===== src/cdt_pkg.sv =====
// ----------------------------------------------------------------------------
// Countdown timer table package
// Shared widths, command and result codes, and the slot unit result type.
// ----------------------------------------------------------------------------
`timescale 1ns / 1ps
`default_nettype none

package cdt_pkg;

  // Default number of timer slots.
  localparam int unsigned MaxTimersDefault = 16;

  // Fixed field widths.
  localparam int unsigned CmdW   = 2;
  localparam int unsigned IdW    = 16;
  localparam int unsigned CountW = 16;
  localparam int unsigned KindW  = 3;

  // Command codes.
  localparam logic [CmdW-1:0] CmdAdd  = 2'd0;
  localparam logic [CmdW-1:0] CmdStop = 2'd1;
  localparam logic [CmdW-1:0] CmdTick = 2'd2;

  // Result kinds.
  localparam logic [KindW-1:0] KindAdded   = 3'd0;
  localparam logic [KindW-1:0] KindFull    = 3'd1;
  localparam logic [KindW-1:0] KindStopped = 3'd2;
  localparam logic [KindW-1:0] KindExpired = 3'd3;
  localparam logic [KindW-1:0] KindIdle    = 3'd4;

  // Verdict of the slot unit for one table entry.
  typedef struct packed {
    logic              keep;
    logic              expire;
    logic [CountW-1:0] count;
  } slot_verdict_t;

endpackage : cdt_pkg

`default_nettype wire


===== src/cdt_slot_alu.sv =====
// ----------------------------------------------------------------------------
// Countdown timer slot unit
// Shared compare and decrement unit applied to one table entry per cycle.
// ----------------------------------------------------------------------------
`timescale 1ns / 1ps
`default_nettype none

module cdt_slot_alu import cdt_pkg::*; (
  input  wire logic              tick_i,
  input  wire logic [IdW-1:0]    key_i,
  input  wire logic [IdW-1:0]    slot_id_i,
  input  wire logic [CountW-1:0] slot_count_i,
  output slot_verdict_t          verdict_o
);

  logic at_end;

  // A count of zero or one runs out on this tick.
  assign at_end = (slot_count_i[CountW-1:1] == '0);

  always_comb begin
    verdict_o.count = slot_count_i - CountW'(1);
    if (tick_i) begin
      verdict_o.expire = at_end;
      verdict_o.keep   = !at_end;
    end else begin
      verdict_o.expire = 1'b0;
      verdict_o.keep   = (slot_id_i != key_i);
    end
  end

endmodule : cdt_slot_alu

`default_nettype wire


===== src/countdown_timer_table.sv =====
// ----------------------------------------------------------------------------
// Countdown timer table
// A table of one-shot countdown timers kept in insertion order, with add,
// stop-by-identifier and tick commands; expiries are reported in table order.
// ----------------------------------------------------------------------------
//
//   Channel   Ports                                   Transfer when
//   --------  --------------------------------------  ------------------------
//   command   start, busy, command_i, timer_key_i,    start high, busy low
//             seconds_i
//   result    result_valid_o, kind_o, expired_id_o,   result_valid_o high
//             last_o                                  (one cycle, no stall)
//
// An add needs no walk of the table; its result appears on the following cycle.
// A stop or a tick walks the table with one shared compare/decrement unit
// through the single read port of the slot memory, and busy stays high until
// the walk is done. The final result appears as busy falls.
// Reset clears the fill count and the sequencer; the slot memory is not
// cleared, as only entries below the fill count are ever read.
// The receiver cannot stall: every result is presented for exactly one cycle.
// ----------------------------------------------------------------------------
`timescale 1ns / 1ps
`default_nettype none

module countdown_timer_table import cdt_pkg::*; #(
  parameter int unsigned MAX_TIMERS = MaxTimersDefault
) (
  input  wire logic              clk_i,
  input  wire logic              rst_ni,
  input  wire logic              start,
  output logic                   busy,
  input  wire logic [CmdW-1:0]   command_i,
  input  wire logic [IdW-1:0]    timer_key_i,
  input  wire logic [CountW-1:0] seconds_i,
  output logic                   result_valid_o,
  output logic [KindW-1:0]       kind_o,
  output logic [IdW-1:0]         expired_id_o,
  output logic                   last_o
);

  // Index width addresses the slots; the fill count must also hold MAX_TIMERS.
  localparam int unsigned IdxW = (MAX_TIMERS > 1) ? $clog2(MAX_TIMERS) : 1;
  localparam int unsigned CntW = $clog2(MAX_TIMERS + 1);
  localparam logic [CntW-1:0] FullCount = CntW'(MAX_TIMERS);

  // Sequencer states.
  localparam logic [0:0] StIdle = 1'b0;
  localparam logic [0:0] StWalk = 1'b1;

  // Slot memory: identifier and remaining count per entry.
  logic [IdW-1:0]    slot_id_mem    [MAX_TIMERS];
  logic [CountW-1:0] slot_count_mem [MAX_TIMERS];

  logic [0:0]        state_q, state_d;
  logic              tick_q, tick_d;
  logic [IdW-1:0]    key_q, key_d;
  logic [CntW-1:0]   occ_q, occ_d;
  logic [CntW-1:0]   rd_q, rd_d;
  logic [CntW-1:0]   wr_q, wr_d;
  logic              rv_q, rv_d;
  logic              pend_q, pend_d;
  logic [IdW-1:0]    pend_id_q, pend_id_d;
  logic              res_valid_q, res_valid_d;
  logic [KindW-1:0]  res_kind_q, res_kind_d;
  logic [IdW-1:0]    res_id_q, res_id_d;
  logic              res_last_q, res_last_d;

  logic [IdW-1:0]    rdata_id_q;
  logic [CountW-1:0] rdata_count_q;

  // Memory port controls.
  logic              rd_en;
  logic              wr_en;
  logic [IdxW-1:0]   wr_idx;
  logic [IdW-1:0]    wr_id;
  logic [CountW-1:0] wr_count;

  logic              accept;
  logic              walk_done;
  slot_verdict_t     verdict;

  assign accept    = start && (state_q == StIdle);
  assign rd_en     = (state_q == StWalk) && (rd_q != occ_q);
  assign walk_done = (state_q == StWalk) && !rd_en && !rv_q;

  // The one shared unit judges the entry that was read in the previous cycle.
  cdt_slot_alu u_alu (
    .tick_i       (tick_q),
    .key_i        (key_q),
    .slot_id_i    (rdata_id_q),
    .slot_count_i (rdata_count_q),
    .verdict_o    (verdict)
  );

  always_comb begin
    state_d     = state_q;
    tick_d      = tick_q;
    key_d       = key_q;
    occ_d       = occ_q;
    rd_d        = rd_q;
    wr_d        = wr_q;
    rv_d        = 1'b0;
    pend_d      = pend_q;
    pend_id_d   = pend_id_q;
    res_valid_d = 1'b0;
    res_kind_d  = res_kind_q;
    res_id_d    = res_id_q;
    res_last_d  = 1'b1;
    wr_en       = 1'b0;
    wr_idx      = wr_q[IdxW-1:0];
    wr_id       = rdata_id_q;
    wr_count    = verdict.count;

    unique case (state_q)
      StIdle: begin
        if (accept) begin
          unique case (command_i)
            CmdAdd: begin
              res_valid_d = 1'b1;
              res_id_d    = timer_key_i;
              if (occ_q == FullCount) begin
                res_kind_d = KindFull;
              end else begin
                res_kind_d = KindAdded;
                wr_en      = 1'b1;
                wr_idx     = occ_q[IdxW-1:0];
                wr_id      = timer_key_i;
                wr_count   = seconds_i;
                occ_d      = occ_q + CntW'(1);
              end
            end
            CmdStop, CmdTick: begin
              // The walk starts at slot zero and compacts in place.
              state_d = StWalk;
              tick_d  = (command_i == CmdTick);
              key_d   = timer_key_i;
              rd_d    = '0;
              wr_d    = '0;
              pend_d  = 1'b0;
            end
            default: begin
              // The unused command code is dropped without a result.
            end
          endcase
        end
      end
      StWalk: begin
        if (rd_en) begin
          rv_d = 1'b1;
          rd_d = rd_q + CntW'(1);
        end
        if (rv_q) begin
          if (verdict.keep) begin
            wr_en = 1'b1;
            wr_d  = wr_q + CntW'(1);
            if (!tick_q) begin
              wr_count = rdata_count_q;
            end
          end
          if (verdict.expire) begin
            // Each expiry is held back one step so that the final one can
            // carry the last flag.
            if (pend_q) begin
              res_valid_d = 1'b1;
              res_kind_d  = KindExpired;
              res_id_d    = pend_id_q;
              res_last_d  = 1'b0;
            end
            pend_d    = 1'b1;
            pend_id_d = rdata_id_q;
          end
        end
        if (walk_done) begin
          state_d     = StIdle;
          occ_d       = wr_q;
          res_valid_d = 1'b1;
          if (!tick_q) begin
            res_kind_d = KindStopped;
            res_id_d   = key_q;
          end else if (pend_q) begin
            res_kind_d = KindExpired;
            res_id_d   = pend_id_q;
          end else begin
            res_kind_d = KindIdle;
            res_id_d   = '0;
          end
        end
      end
      default: begin
        state_d = StIdle;
      end
    endcase
  end

  // Control registers.
  always_ff @(posedge clk_i or negedge rst_ni) begin
    if (!rst_ni) begin
      state_q     <= StIdle;
      occ_q       <= '0;
      rv_q        <= 1'b0;
      pend_q      <= 1'b0;
      res_valid_q <= 1'b0;
    end else begin
      state_q     <= state_d;
      occ_q       <= occ_d;
      rv_q        <= rv_d;
      pend_q      <= pend_d;
      res_valid_q <= res_valid_d;
    end
  end

  // Payload registers.
  always_ff @(posedge clk_i) begin
    tick_q     <= tick_d;
    key_q      <= key_d;
    rd_q       <= rd_d;
    wr_q       <= wr_d;
    pend_id_q  <= pend_id_d;
    res_kind_q <= res_kind_d;
    res_id_q   <= res_id_d;
    res_last_q <= res_last_d;
  end

  // Slot memory write port. The write slot never passes the read slot, so
  // entries not yet read are never overwritten.
  always_ff @(posedge clk_i) begin
    if (wr_en) begin
      slot_id_mem[wr_idx]    <= wr_id;
      slot_count_mem[wr_idx] <= wr_count;
    end
  end

  // Slot memory read port with registered data.
  always_ff @(posedge clk_i) begin
    if (rd_en) begin
      rdata_id_q    <= slot_id_mem[rd_q[IdxW-1:0]];
      rdata_count_q <= slot_count_mem[rd_q[IdxW-1:0]];
    end
  end

  assign busy           = (state_q != StIdle);
  assign result_valid_o = res_valid_q;
  assign kind_o         = res_kind_q;
  assign expired_id_o   = res_id_q;
  assign last_o         = res_last_q;

  // The fill count never exceeds the table size.
  a_occ_bound : assert property (@(posedge clk_i) disable iff (!rst_ni)
    occ_q <= FullCount)
    else $error("fill count exceeds table size");

  // Compaction never writes ahead of the read pointer.
  a_wr_behind_rd : assert property (@(posedge clk_i) disable iff (!rst_ni)
    (state_q == StWalk) |-> (wr_q <= rd_q))
    else $error("compaction write pointer passed read pointer");

  // A walk ends with its final result.
  a_walk_ends_last : assert property (@(posedge clk_i) disable iff (!rst_ni)
    $fell(busy) |-> (result_valid_o && last_o))
    else $error("walk ended without a final result");

  // A non-final result only appears while a walk is still running.
  a_nonlast_busy : assert property (@(posedge clk_i) disable iff (!rst_ni)
    (result_valid_o && !last_o) |-> (busy && kind_o == KindExpired))
    else $error("non-final result outside a tick walk");

  // An add to a full table reports full on the next cycle.
  a_full_report : assert property (@(posedge clk_i) disable iff (!rst_ni)
    (accept && command_i == CmdAdd && occ_q == FullCount)
      |=> (result_valid_o && kind_o == KindFull && occ_q == FullCount))
    else $error("add to full table not reported");

endmodule : countdown_timer_table

`default_nettype wire

===== config.mk =====
export PLATFORM = sky130hd
export DESIGN_NAME = countdown_timer_table
export DESIGN_NICKNAME = d
export VERILOG_FILES = /design/src/cdt_pkg.sv /design/src/cdt_slot_alu.sv /design/src/countdown_timer_table.sv
export SDC_FILE = /design/constraint.sdc
export NUM_CORES = 1
export LEC_CHECK = 0
export BUFFER_PORTS_ARGS = -buffer_cell sky130_fd_sc_hd__buf_4
export CORE_ASPECT_RATIO = 0.75
export CORE_MARGIN = 1
export CORE_UTILIZATION = 62
export DETAILED_ROUTE_END_ITERATION = 16
export GPL_ROUTABILITY_DRIVEN = 0
export PLACE_DENSITY_LB_ADDON = 0.08
export REMOVE_ABC_BUFFERS = 1
export SYNTH_ARGS = -nofsm -noshare
export SYNTH_HDL_FRONTEND = slang
export SYNTH_SLANG_ARGS = --single-unit

===== constraint.sdc =====
create_clock -name clk_i -period 5.2 [get_ports clk_i]
set_input_delay 0.52 -clock clk_i [delete_from_list [all_inputs] [get_ports clk_i]]
set_output_delay 0.52 -clock clk_i [all_outputs]
set_load 0.01 [all_outputs]

# [Word-level counts from Yosys, hierarchy flattened]
# Memory sizes are Yosys's and may differ from the RTL's. A register that Yosys moved wholly into a read port is not among the register bits.
# Index checks and enable logic that the tools add are counted.
[word_totals] romBits=0 in_bits=37 regBits=72 out_inout_bits=22 mem_bits_rw=512 n_memories=2 elab_cells=128 latch_bits=0
[op_classes] n_lt_le_gt_ge=0 n_eq_ne=17 add_sub_neg=4 n_reduce_logical=17 shifts=0 div_mod_pow=0 bitwise=1 multipliers=0 mux=74
[memory_table] memory="slot_count_mem" depth=16 word_bits=16 rd=1 rd_ports_with_merged_regs=1 wr=1 line_no="countdown_timer_table.sv:52" rtl="logic [CountW-1:0] slot_count_mem [MAX_TIMERS];"
[memory_table] memory="slot_id_mem" depth=16 word_bits=16 rd=1 rd_ports_with_merged_regs=1 wr=1 line_no="countdown_timer_table.sv:51" rtl="logic [IdW-1:0] slot_id_mem [MAX_TIMERS];"
[ops] op="$mux W16" count=18
[ops] op="$pmux W16 S2" count=2
[ops] op="$mux W5" count=9
[ops] op="$pmux W5 S2" count=3
[ops] op="$mux W1" count=24
[ops] op="$mux W3" count=8
[ops] op="$mux W4" count=4
[ops] op="$ne A16 B16 Y1" count=1
[ops] op="$sub A16 B1 Y16 const B" count=1
[ops] op="$add A5 B1 Y5 const B" count=3
[ops] op="$logic_not A15 Y1" count=1
[ops] op="$ne A2 B1 Y1 const B" count=7
[ops] op="$reduce_and A4 Y1" count=3
[ops] op="$ne A3 B1 Y1 const B" count=3
[ops] op="$reduce_and A3 Y1" count=3
[ops] op="$pmux W1 S2" count=4
[ops] op="$pmux W3 S2" count=1
[ops] op="$eq A5 B5 Y1 const B" count=1
[ops] op="$ne A5 B5 Y1" count=1
[ops] op="$reduce_and A5 Y1" count=1
[ops] op="$logic_and A1 B1 Y1" count=4
[ops] op="$ne A2 B2 Y1 const B" count=2
[ops] op="$logic_not A1 Y1" count=3
[ops] op="$eq A2 B1 Y1 const B" count=1
[ops] op="other kinds (5)" count=5

# [Logic depth before layout (Yosys ltp)]
# Gate-level depths: netlist (run 1).
[depth] word_depth=8 ltp_mapped=9

# [Modules after synthesis]
# A second synthesis (run 1) with hierarchy kept.
[unflattened] hier_cells=1321 area_unflattened_um2=24783.8
[modules_own_cells] mod="countdown_timer_table" cells_per_inst=1253 n_inst=1 area_per_inst_um2=24298.3 seq_area_each_um2=18442.7
[modules_own_cells] mod="cdt_slot_alu" cells_per_inst=68 n_inst=1 area_per_inst_um2=485.5 seq_area_each_um2=0.0

# [Least setup slack after synthesis (run 1)]
# Ideal clock, no wire load.
[synth_path] path_kind="input to register" from="input port command_i[0]" to="memory slot_count_mem[0][0], enable pin" required_time_ns=4.779 stages=8 n_path_buf=2 setup_slack_ns=1.448 arrival_time_ns=3.331 path_cell_list="inv_1 ha_1 nand3b_1 a31oi_1 clkbuf_1 buf_2 a32oi_1 nor2_1"
[synth_between] elab_chain_cells=6 elab_cells_between_ends=9 classes_between="8 x mux; 1 x reduce/logical"
[synth_lines] element="from (decl)" line_no="countdown_timer_table.sv:32" rtl="input wire logic [CmdW-1:0] command_i,"
[synth_lines] element="$logic_not A2 Y1 *" line_no="countdown_timer_table.sv:117" rtl="unique case (command_i)"
[synth_lines] element="$mux W1" line_no="countdown_timer_table.sv:117"
[synth_lines] element="$mux W1" line_no="countdown_timer_table.sv:116" rtl="if (accept) begin"
[synth_lines] element="$pmux W1 S2" line_no="countdown_timer_table.sv:114" rtl="unique case (state_q)"
[synth_lines] element="$mux W1" line_no="countdown_timer_table.sv:227" rtl="if (wr_en) begin"
[synth_lines] element="$mux W1 (implied by the code)" line_no="countdown_timer_table.sv:229" rtl="slot_count_mem[wr_idx] <= wr_count;"
[synth_lines] element="to (decl)" line_no="countdown_timer_table.sv:52"
# Every way passes the cells marked *; elsewhere a longest branch is shown, timed or not.

# [Worst setup path in the final report (run 1)]
[layout_path] from="register occ_q[1]" to="memory slot_id_mem[12][4], enable pin"
[layout_between] elab_chain_cells=7 elab_cells_between_ends=11 classes_between="1 x eq/ne; 10 x mux"
[layout_lines] element="from (decl)" line_no="countdown_timer_table.sv:57" rtl="logic [CntW-1:0] occ_q, occ_d;"
[layout_lines] element="from (signal assigned)" line_no="countdown_timer_table.sv:199" rtl="occ_q <= '0;"
[layout_lines] element="from (signal assigned)" line_no="countdown_timer_table.sv:205" rtl="occ_q <= occ_d;"
[layout_lines] element="$eq A5 B5 Y1" line_no="countdown_timer_table.sv:121" rtl="if (occ_q == FullCount) begin"
[layout_lines] element="$mux W1" line_no="countdown_timer_table.sv:121"
[layout_lines] element="$mux W1" line_no="countdown_timer_table.sv:117"
[layout_lines] element="$mux W1" line_no="countdown_timer_table.sv:116"
[layout_lines] element="$pmux W1 S2" line_no="countdown_timer_table.sv:114"
[layout_lines] element="$mux W1" line_no="countdown_timer_table.sv:227"
[layout_lines] element="$mux W1 (implied by the code)" line_no="countdown_timer_table.sv:228" rtl="slot_id_mem[wr_idx] <= wr_id;"
[layout_lines] element="to (decl)" line_no="countdown_timer_table.sv:51"
# Parallel ways exist; a longest one is shown, timed or not.

==> metrics.md, run 1 <==
| Metric | Value |
|---|---|
| Run status | complete, no violations |
| TritonCTS clock tree | done |
| Lkg Pwr | 0.00883 uW |
| GR Util All Layers | 27.9% |
| Setup WS post-layout | between 1.5 and 2 ns |
| Initial cell density of the core | roughly 63% |
| Port-buffer cells | 58 |
| TritonCTS Buffers | 56 |
| Via count of the first global-routing pass | 12026 |
| Critical Path AT | 4.02 ns |
| Core Box Area | 38500 sq um |
| Post-CTS setup buffer count | 0 |
| Maximum buffer depth of the clock tree | 3 |
| Slack of the worst reg-to-reg path | 1.51 ns |
| Instance count on the critical path | 8 |
| Max-cap violation count | 0 |
| DRC | 0 |
| First DRT Iteration DRCs | about 1400 |
| WP buf/inv | 3 |
| Post-detailed-route count of antenna-violating nets | 0 |
| Post-placement cell area | approximately 26000 sq um |
| Largest net degree at the start of global routing | between 100 and 150 |
| First-pass iteration count of the detailed router | 5 |
| First-pass GRT wire length | 79.5 mm |
| Final slew viol count | 0 |
| Count of synthesis-stage warnings from yosys | 0 |
| Worst-margin pin slew | 1.19 ns |
| Diodes inserted | 0 |
| Number of rows in the core area | 62 |
| Kind of end point of the critical path | flip-flop |
| Final setup violating endpoints | 0 |
| Required time of the critical path | 5.53 ns |
| Number of cells in the design after placement | 1724 |
| Fraction of layout instances using a drive strength above 1 | 26.8% |
| Syn Area/Cell | roughly 21 sq um |
| Routed length per instance | 29.7 microns |
| Biggest cell delay along the critical path | about 0.73 ns |
| Die Footprint | 40100 sq um |
| Number of nets at the end of the flow | ~1300 |
| Timing endpoint of the critical path | slot_id_mem[12][4] |
| Yosys cell types | 54 |
| Flop and latch count out of synthesis | 616 |
| Max Fanout on Critical Path | 31 |
| Reg2Reg Depth | 8 |
| Final Hold Fails | 0 |
| Non-filler cells, final | about 1800 |
| Area growth from synthesis to final layout | 12.4% |
| RSZ-0062 raised after global routing | no |
| Post-route minimum period | ~3.7 ns |
| Count of filler cells inserted in the layout | 2372 |
| Top-Level Pins | 59 |
| Vias | 12143 |
| Share of the synthesized area in the top cell type | 74.7% |
| Clock insertion delay at the later pin of the skew report | ~0.59 ns |
| Cell types with the largest area share after synthesis | sky130_fd_sc_hd__edfxtp_1 75%, sky130_fd_sc_hd__mux4_2 15%, sky130_fd_sc_hd__nand2_1 1.2% |
| Die span in y | 174 microns |
| Total wirelength of the detailed-routed design | 54.2 mm |
| Root Buffer | sky130_fd_sc_hd__clkbuf_16 |
| Achievable clock frequency | 271 MHz |
| Critical path class | flip-flop to flip-flop |
| Tightest Hold Check Type | primary input to flip-flop |
| Worst-path clk slew | ~0.060 ns |
| Clock Skew | approximately 0.015 ns |
| Clock sinks | 616 |
| Ratio of routed vias to standard cells | ~6.7 |
| Most area-hungry cell type in the Yosys netlist | sky130_fd_sc_hd__edfxtp_1 |
| Worst R2R End | slot_id_mem[12][4] |
| Startpoint Class | flip-flop |
| EDFF count, synth | a little over 600 |
| Initial antenna violation count | 1 |
| Normalized max-slew margin | 20.2% |
| Cell class contributing the biggest share of worst-path delay | compound AO/OA/AOI/OAI gates |
| Summed instance area of the synthesized netlist | 24400 sq um |
| Total design power | 16800 uW |
| Slowest CP cell | sky130_fd_sc_hd__a31oi_1 |
| Critical path startpoint | occ_q[1] |
| Max IR drop VDD | around 0.40 mV |
| Finished Cell Area | around 27000 sq um |
| Proportion of register bits with asynchronous set or reset after synthesis | 1.46% |
| H-tree depth | 2 |
| Reg-to-reg startpoint | occ_q[1] |
| Number of gates given a new drive strength after cts | 0 |
| Number of standard cells after synthesis | 1182 |
| Overflow left after global routing | 0 |
| Top flip-flop cell by instance count after synthesis | sky130_fd_sc_hd__edfxtp_1 |
| Portion of the clock cycle consumed by the worst path in the final layout | 70.9% |
| Cell Chain, Critical Path | inv_1, ha_1, a31oi_4, buf_4, nor3_1, a31oi_1, nor2_4, buf_12 |
| Post-DP HPWL | 30.5 mm |
| Width of the die | 231 microns |
| Pwr dens | between 600 and 700 nW/um^2 |
| Sequential fraction of the synthesis area | 75.7% |
| Worst slack at placement | around 1.1 ns |
layout make-up:
type	count	area (sq um)	share of cell area (%)
Timing Repair Buffer	87	743	2.71
Clock buffer	67	1440	5.27
Sequential cell	616	18400	67.4
Tap cell	512	641	2.34
Multi-Input combinational cell	495	5810	21.2
Inverter	15	56.3	0.206
Clock inverter	31	241	0.882
repair_timing:
| item | 4_1_cts | 5_1_grt |
|---|---|---|
| endpoints found under the setup margin | 0 | 0 |
| hold endpoints to repair | 9 | 0 |
| hold buffers | 1 | 0 |
cell usage in the layout, fill, tap and decap left out, types with 4 or more instances in the layout:
cell type	synthesis	layout
sky130_fd_sc_hd__a211oi_1	5	4
sky130_fd_sc_hd__a21oi_1	13	13
sky130_fd_sc_hd__a31oi_1	12	11
sky130_fd_sc_hd__and2_1	4	4
sky130_fd_sc_hd__buf_12	0	7
sky130_fd_sc_hd__buf_4	0	79
sky130_fd_sc_hd__clkbuf_1	33	11
sky130_fd_sc_hd__clkbuf_16	0	56
sky130_fd_sc_hd__clkinv_1	0	13
sky130_fd_sc_hd__clkinv_2	0	10
sky130_fd_sc_hd__dfrtp_1	9	9
sky130_fd_sc_hd__edfxtp_1	606	606
sky130_fd_sc_hd__ha_1	7	7
sky130_fd_sc_hd__inv_1	14	13
sky130_fd_sc_hd__mux2i_1	18	18
sky130_fd_sc_hd__mux4_2	160	160
sky130_fd_sc_hd__nand2_1	75	75
sky130_fd_sc_hd__nand2b_1	4	4
sky130_fd_sc_hd__nand3_1	17	17
sky130_fd_sc_hd__nand4_1	4	4
sky130_fd_sc_hd__nor2_1	55	39
sky130_fd_sc_hd__nor2_4	0	16
sky130_fd_sc_hd__nor3_1	8	8
sky130_fd_sc_hd__nor4_1	6	6
sky130_fd_sc_hd__o21ai_0	13	13
sky130_fd_sc_hd__o2bb2ai_1	16	16
sky130_fd_sc_hd__or3_1	4	4
sky130_fd_sc_hd__or4_1	4	4
sky130_fd_sc_hd__xnor2_1	22	22
sky130_fd_sc_hd__xor2_1	5	5
logic make-up (layout without fill, tap and decap cells):
logic type | count (synthesis) | in the layout | synth area share (%)
AOI/OAI and AO/OA | 85 | 85 | 2.47
muxes | 179 | 179 | 15.6
adders and majority gates | 7 | 7 | 0.360
and+or+nand+nor | 197 | 197 | 3.77
xor gates and xnor gates | 27 | 27 | 0.971
DFF | 616 | 616 | 75.7
buffers and inverters | 71 | 200 | 1.15
metal layers:
layer | GRT usage [%] | share of wire, % | vias to the layer above
li1 | - | - | 5079
met1 | 43.0 | 42 | 6344
met2 | 41.8 | 47 | 636
met3 | 5.35 | 8.7 | 84
met4 | 7.84 | 2.5 | 0
met5 | 0 | 0 | -
synthesized netlist by cell type, types with 14 or more instances:
cell,count
sky130_fd_sc_hd__xnor2_1,22
sky130_fd_sc_hd__nor2_1,55
sky130_fd_sc_hd__nand2_1,75
sky130_fd_sc_hd__clkbuf_1,33
sky130_fd_sc_hd__mux2i_1,18
sky130_fd_sc_hd__mux4_2,160
sky130_fd_sc_hd__o2bb2ai_1,16
sky130_fd_sc_hd__edfxtp_1,606
sky130_fd_sc_hd__inv_1,14
sky130_fd_sc_hd__nand3_1,17
metrics by stage:
| step | utilization [%] | setup TNS, ns | hold WS (ns) |
|---|---|---|---|
| final | 71.2 | 0 | 0.131 |
| after global routing | 71.2 | 0 | 0.109 |
| after CTS | 71.1 | 0 | 0.107 |
| after detailed placement | 66.7 | 0 | 0.362 |
| after global placement | 66.7 | 0 | 0.362 |
| after floorplan | - | -196.51 | 0.224 |
how the worst min path moves through the flow:
stage                          from   endpoint  slack, ns  depth (start not counted)
floorplan                    rst_ni       busy       0.22                          0
global placement             rst_ni   occ_q[2]       0.36                          1
detailed placement           rst_ni   occ_q[2]       0.36                          1
CTS                 timer_key_i[10]  key_q[10]       0.11                          1
global route        timer_key_i[10]  key_q[10]       0.11                          1
finish              timer_key_i[10]  key_q[10]       0.13                          1
report_power, final:
part / internal, uW / switching (uW)
clock network: 2120 / 1740
registers: 7470 / 443
logic: 2000 / 3030
state kept, by name, indices dropped and copies added (netlist names), 3 cells and up:
register,flops
rdata_id_q,16
kind_o,3
slot_id_mem,256
expired_id_o,16
rd_q,5
occ_q,5
pend_id_q,16
wr_q,5
slot_count_mem,256
key_q,16
rdata_count_q,16
Note: power is estimated with default switching activity, not from simulation.
==> run 2, diff against run 1 <==
==> constraint.sdc (replaced) <==
create_clock -name clk_i -period 3.4 [get_ports clk_i]
set_input_delay 0.34 -clock clk_i [delete_from_list [all_inputs] [get_ports clk_i]]
set_output_delay 0.34 -clock clk_i [all_outputs]
set_load 0.01 [all_outputs]
==> run 2 against run 1 <==
Against the previous run: final area rose by 2.2%; die area stayed put; sequential power is 52% higher; wire length grew 4.1%; count of clock-buffer cells in the layout grew 6; first-iteration DRC count is 12% higher; register-to-register slack lost 1.3 ns; via count up 2.5%; worst hold slack got worse by 0.017 ns; fmax up 15%; flip-flop and latch count unchanged; critical endpoint is now slot_count_mem[8][6]; largest power group unchanged; highest routed layer unchanged.
==> metrics.md, run 2 (synthesized netlist as in run 1, its figures left out) <==
| Metric | Value |
|---|---|
| Largest net degree at the start of global routing | 131 (unchanged) |
| Most frequent cells in the layout | 606 x sky130_fd_sc_hd__edfxtp_1, 160 x sky130_fd_sc_hd__mux4_2, 111 x sky130_fd_sc_hd__buf_4, 75 x sky130_fd_sc_hd__nand2_1, 57 x sky130_fd_sc_hd__clkbuf_16 (was 606 x sky130_fd_sc_hd__edfxtp_1, 160 x sky130_fd_sc_hd__mux4_2, 79 x sky130_fd_sc_hd__buf_4, 75 x sky130_fd_sc_hd__nand2_1, 56 x sky130_fd_sc_hd__clkbuf_16) |
| Clock sinks | 616 (unchanged) |
| Ratio of routed vias to standard cells | 6.61 (was 6.66) |
| GR Util All Layers | 29.2% (was 27.9%) |
| Max-cap violation count | 0 (unchanged) |
| Area growth from synthesis to final layout | 14.9% (was 12.4%) |
| Achievable clock frequency | 311 MHz (was 271 MHz) |
| Root Buffer | sky130_fd_sc_hd__clkbuf_16 (unchanged) |
| Vias | 12444 (was 12143) |
| Lkg Pwr | 0.00914 uW (was 0.00883 uW) |
| Final Hold Fails | 0 (unchanged) |
| Initial cell density of the core | 63.3% (unchanged) |
| Width of the die | 231 microns (unchanged) |
| Pwr dens | 928 nW/um^2 (was 614 nW/um^2) |
| First-pass GRT wire length | 82.9 mm (was 79.5 mm) |
| Post-CTS setup buffer count | 0 (unchanged) |
| Core Box Area | 38500 sq um (unchanged) |
| Port-buffer cells | 58 (unchanged) |
| Most frequent standard cell in the layout excluding fill and tap cells | sky130_fd_sc_hd__edfxtp_1 (unchanged) |
| Post-placement cell area | 26200 sq um (was 25700 sq um) |
| Reg2Reg Depth | 7 (was 8) |
| Fraction of layout instances using a drive strength above 1 | 28.6% (was 26.8%) |
| Final slew viol count | 0 (unchanged) |
| TritonCTS Buffers | 56 (unchanged) |
| Maximum buffer depth of the clock tree | 3 (unchanged) |
| Multi-input combinational cell area | 5800 sq um (was 5810 sq um) |
| Normalized max-slew margin | 26.0% (was 20.2%) |
| TritonCTS clock tree | done (unchanged) |
| Worst-margin pin slew | 1.11 ns (was 1.19 ns) |
| Critical path class | flip-flop to flip-flop (unchanged) |
| Reg-to-reg startpoint | rdata_id_q[4] (was occ_q[1]) |
| Worst R2R End | slot_count_mem[8][6] (was slot_id_mem[12][4]) |
| Terminating pin of the worst hold path | pend_q (was key_q[10]) |
| Max Fanout on Critical Path | 18 (was 31) |
| H-tree depth | 2 (unchanged) |
| Critical Path AT | 3.52 ns (was 4.02 ns) |
| Total area of sequential cells | 18400 sq um (unchanged) |
| Largest registers in the final layout | slot_count_mem x256, slot_id_mem x256 (unchanged) |
| Routed length per instance | 30.0 microns (was 29.7 microns) |
| Number of rows in the core area | 62 (unchanged) |
| Slack of the worst reg-to-reg path | 0.19 ns (was 1.51 ns) |
| Hold Startpoint | start (was timer_key_i[10]) |
| DRC | 0 (unchanged) |
| Die span in y | 174 microns (unchanged) |
| RSZ-0062 raised after global routing | no (unchanged) |
| Post-route minimum period | 3.21 ns (was 3.69 ns) |
| Post-detailed-route count of antenna-violating nets | 0 (unchanged) |
| Final setup violating endpoints | 0 (unchanged) |
| Tightest Hold Check Type | primary input to flip-flop (unchanged) |
| Number of nets at the end of the flow | 1376 (was 1315) |
| Run status | complete, no violations (unchanged) |
| Via count of the first global-routing pass | 12535 (was 12026) |
| Overflow left after global routing | 0 (unchanged) |
| Clock Skew | 0.0196 ns (was 0.0145 ns) |
| Finished Cell Area | 28000 sq um (was 27400 sq um) |
| Non-filler cells, final | 1882 (was 1823) |
| Total wirelength of the detailed-routed design | 56.4 mm (was 54.2 mm) |
| Critical path startpoint | rdata_id_q[4] (was occ_q[1]) |
| Startpoint Class | flip-flop (unchanged) |
| First DRT Iteration DRCs | 1594 (was 1426) |
| Kind of end point of the critical path | flip-flop (unchanged) |
| Portion of the clock cycle consumed by the worst path in the final layout | 94.6% (was 70.9%) |
| Count of filler cells inserted in the layout | 2254 (was 2372) |
| Required time of the critical path | 3.71 ns (was 5.53 ns) |
| Top-Level Pins | 59 (unchanged) |
| Number of stages on the worst hold path | 4 (was 1) |
| Max IR drop VDD | 0.774 mV (was 0.400 mV) |
| Die Footprint | 40100 sq um (unchanged) |
| First-pass iteration count of the detailed router | 5 (unchanged) |
| Clock insertion delay at the later pin of the skew report | 0.60 ns (was 0.59 ns) |
| Worst-path clk slew | 0.06 ns (about the same) |
| Number of cells in the design after placement | 1769 (was 1724) |
| Initial antenna violation count | 1 (unchanged) |
| Post-DP HPWL | 31.8 mm (was 30.5 mm) |
run 2: changes by cell type in the layout (fill, tap and decap cells not counted), sizes merged:
cell         delta
inv             +1
buf            +45
clkinvlp        -3
clkinv          -5
dlygate4sd3    +16
clkbuf          +6
diode           +1
bufinv          -2
run 2: power breakdown:
part           total [uW]  internal [uW]  leakage [uW]  switching [uW]
registers           12000          11400       0.00566             595
clock network        5800           3150      0.000802            2650
logic                8180           3390       0.00267            4790
total               26000          17900       0.00914            8030
run 2: what timing repair did:
item	CTS	global route
endpoints found under the setup margin	0	3
hold buffers	17	0
hold endpoints to repair	25	0
gates resized for setup	0	1
run 2: cell type report:
cell class                 count  share of cell area (%)
inverter                      15                   0.201
sequential                   616                    65.9
multi-input combinational    495                    20.7
tap                          512                    2.29
clock inverter                22                   0.492
antenna                        1                 0.00894
clock buffer                  73                    5.35
timing repair buffer         148                    5.02
run 2: layer usage:
metal | global-route usage [%] | wire, microns | vias up
met5 | 0 | 0 | -
met1 | 43.5 | 22900 | 6516
met2 | 45.5 | 27200 | 641
met4 | 7.31 | 1230 | 0
li1 | - | - | 5195
met3 | 5.38 | 5140 | 92
run 2: how the worst max path moves through the flow:
stage	endpoint	slack, ns	cells after the start
global route	slot_count_mem[8][6]	0.06	7
global placement	slot_id_mem[6][4]	0.26	8
floorplan	expired_id_o[0]	-4.56	5
finish	slot_count_mem[8][6]	0.19	7
detailed placement	slot_id_mem[7][4]	0.16	8
CTS	slot_count_mem[7][1]	0.13	8
run 2: stage by stage:
step / total power (uW) / hold WS [ns] / setup WS, ns / utilization (%) / setup TNS, ns
global route: 26900 / 0.133 / 0.0600 / 72.7 / 0
floorplan: 17000 / 0.0444 / -4.56 / - / -1261.97
CTS: 26000 / 0.112 / 0.133 / 72.7 / 0
finish: 26000 / 0.114 / 0.185 / 72.7 / 0
global placement: 20100 / 0.175 / 0.260 / 68.0 / 0
detailed placement: 20300 / 0.173 / 0.157 / 68.0 / 0
run 2: worst max-delay path: stages (launching register included):
cell and delay (ns):
sky130_fd_sc_hd__edfxtp_1 0.42, sky130_fd_sc_hd__xnor2_1 0.30, sky130_fd_sc_hd__nand4_1 0.14, sky130_fd_sc_hd__nor3_1 0.53, sky130_fd_sc_hd__a21boi_1 0.20, sky130_fd_sc_hd__buf_4 0.24
sky130_fd_sc_hd__or4b_2 0.62, sky130_fd_sc_hd__nand3_1 0.47
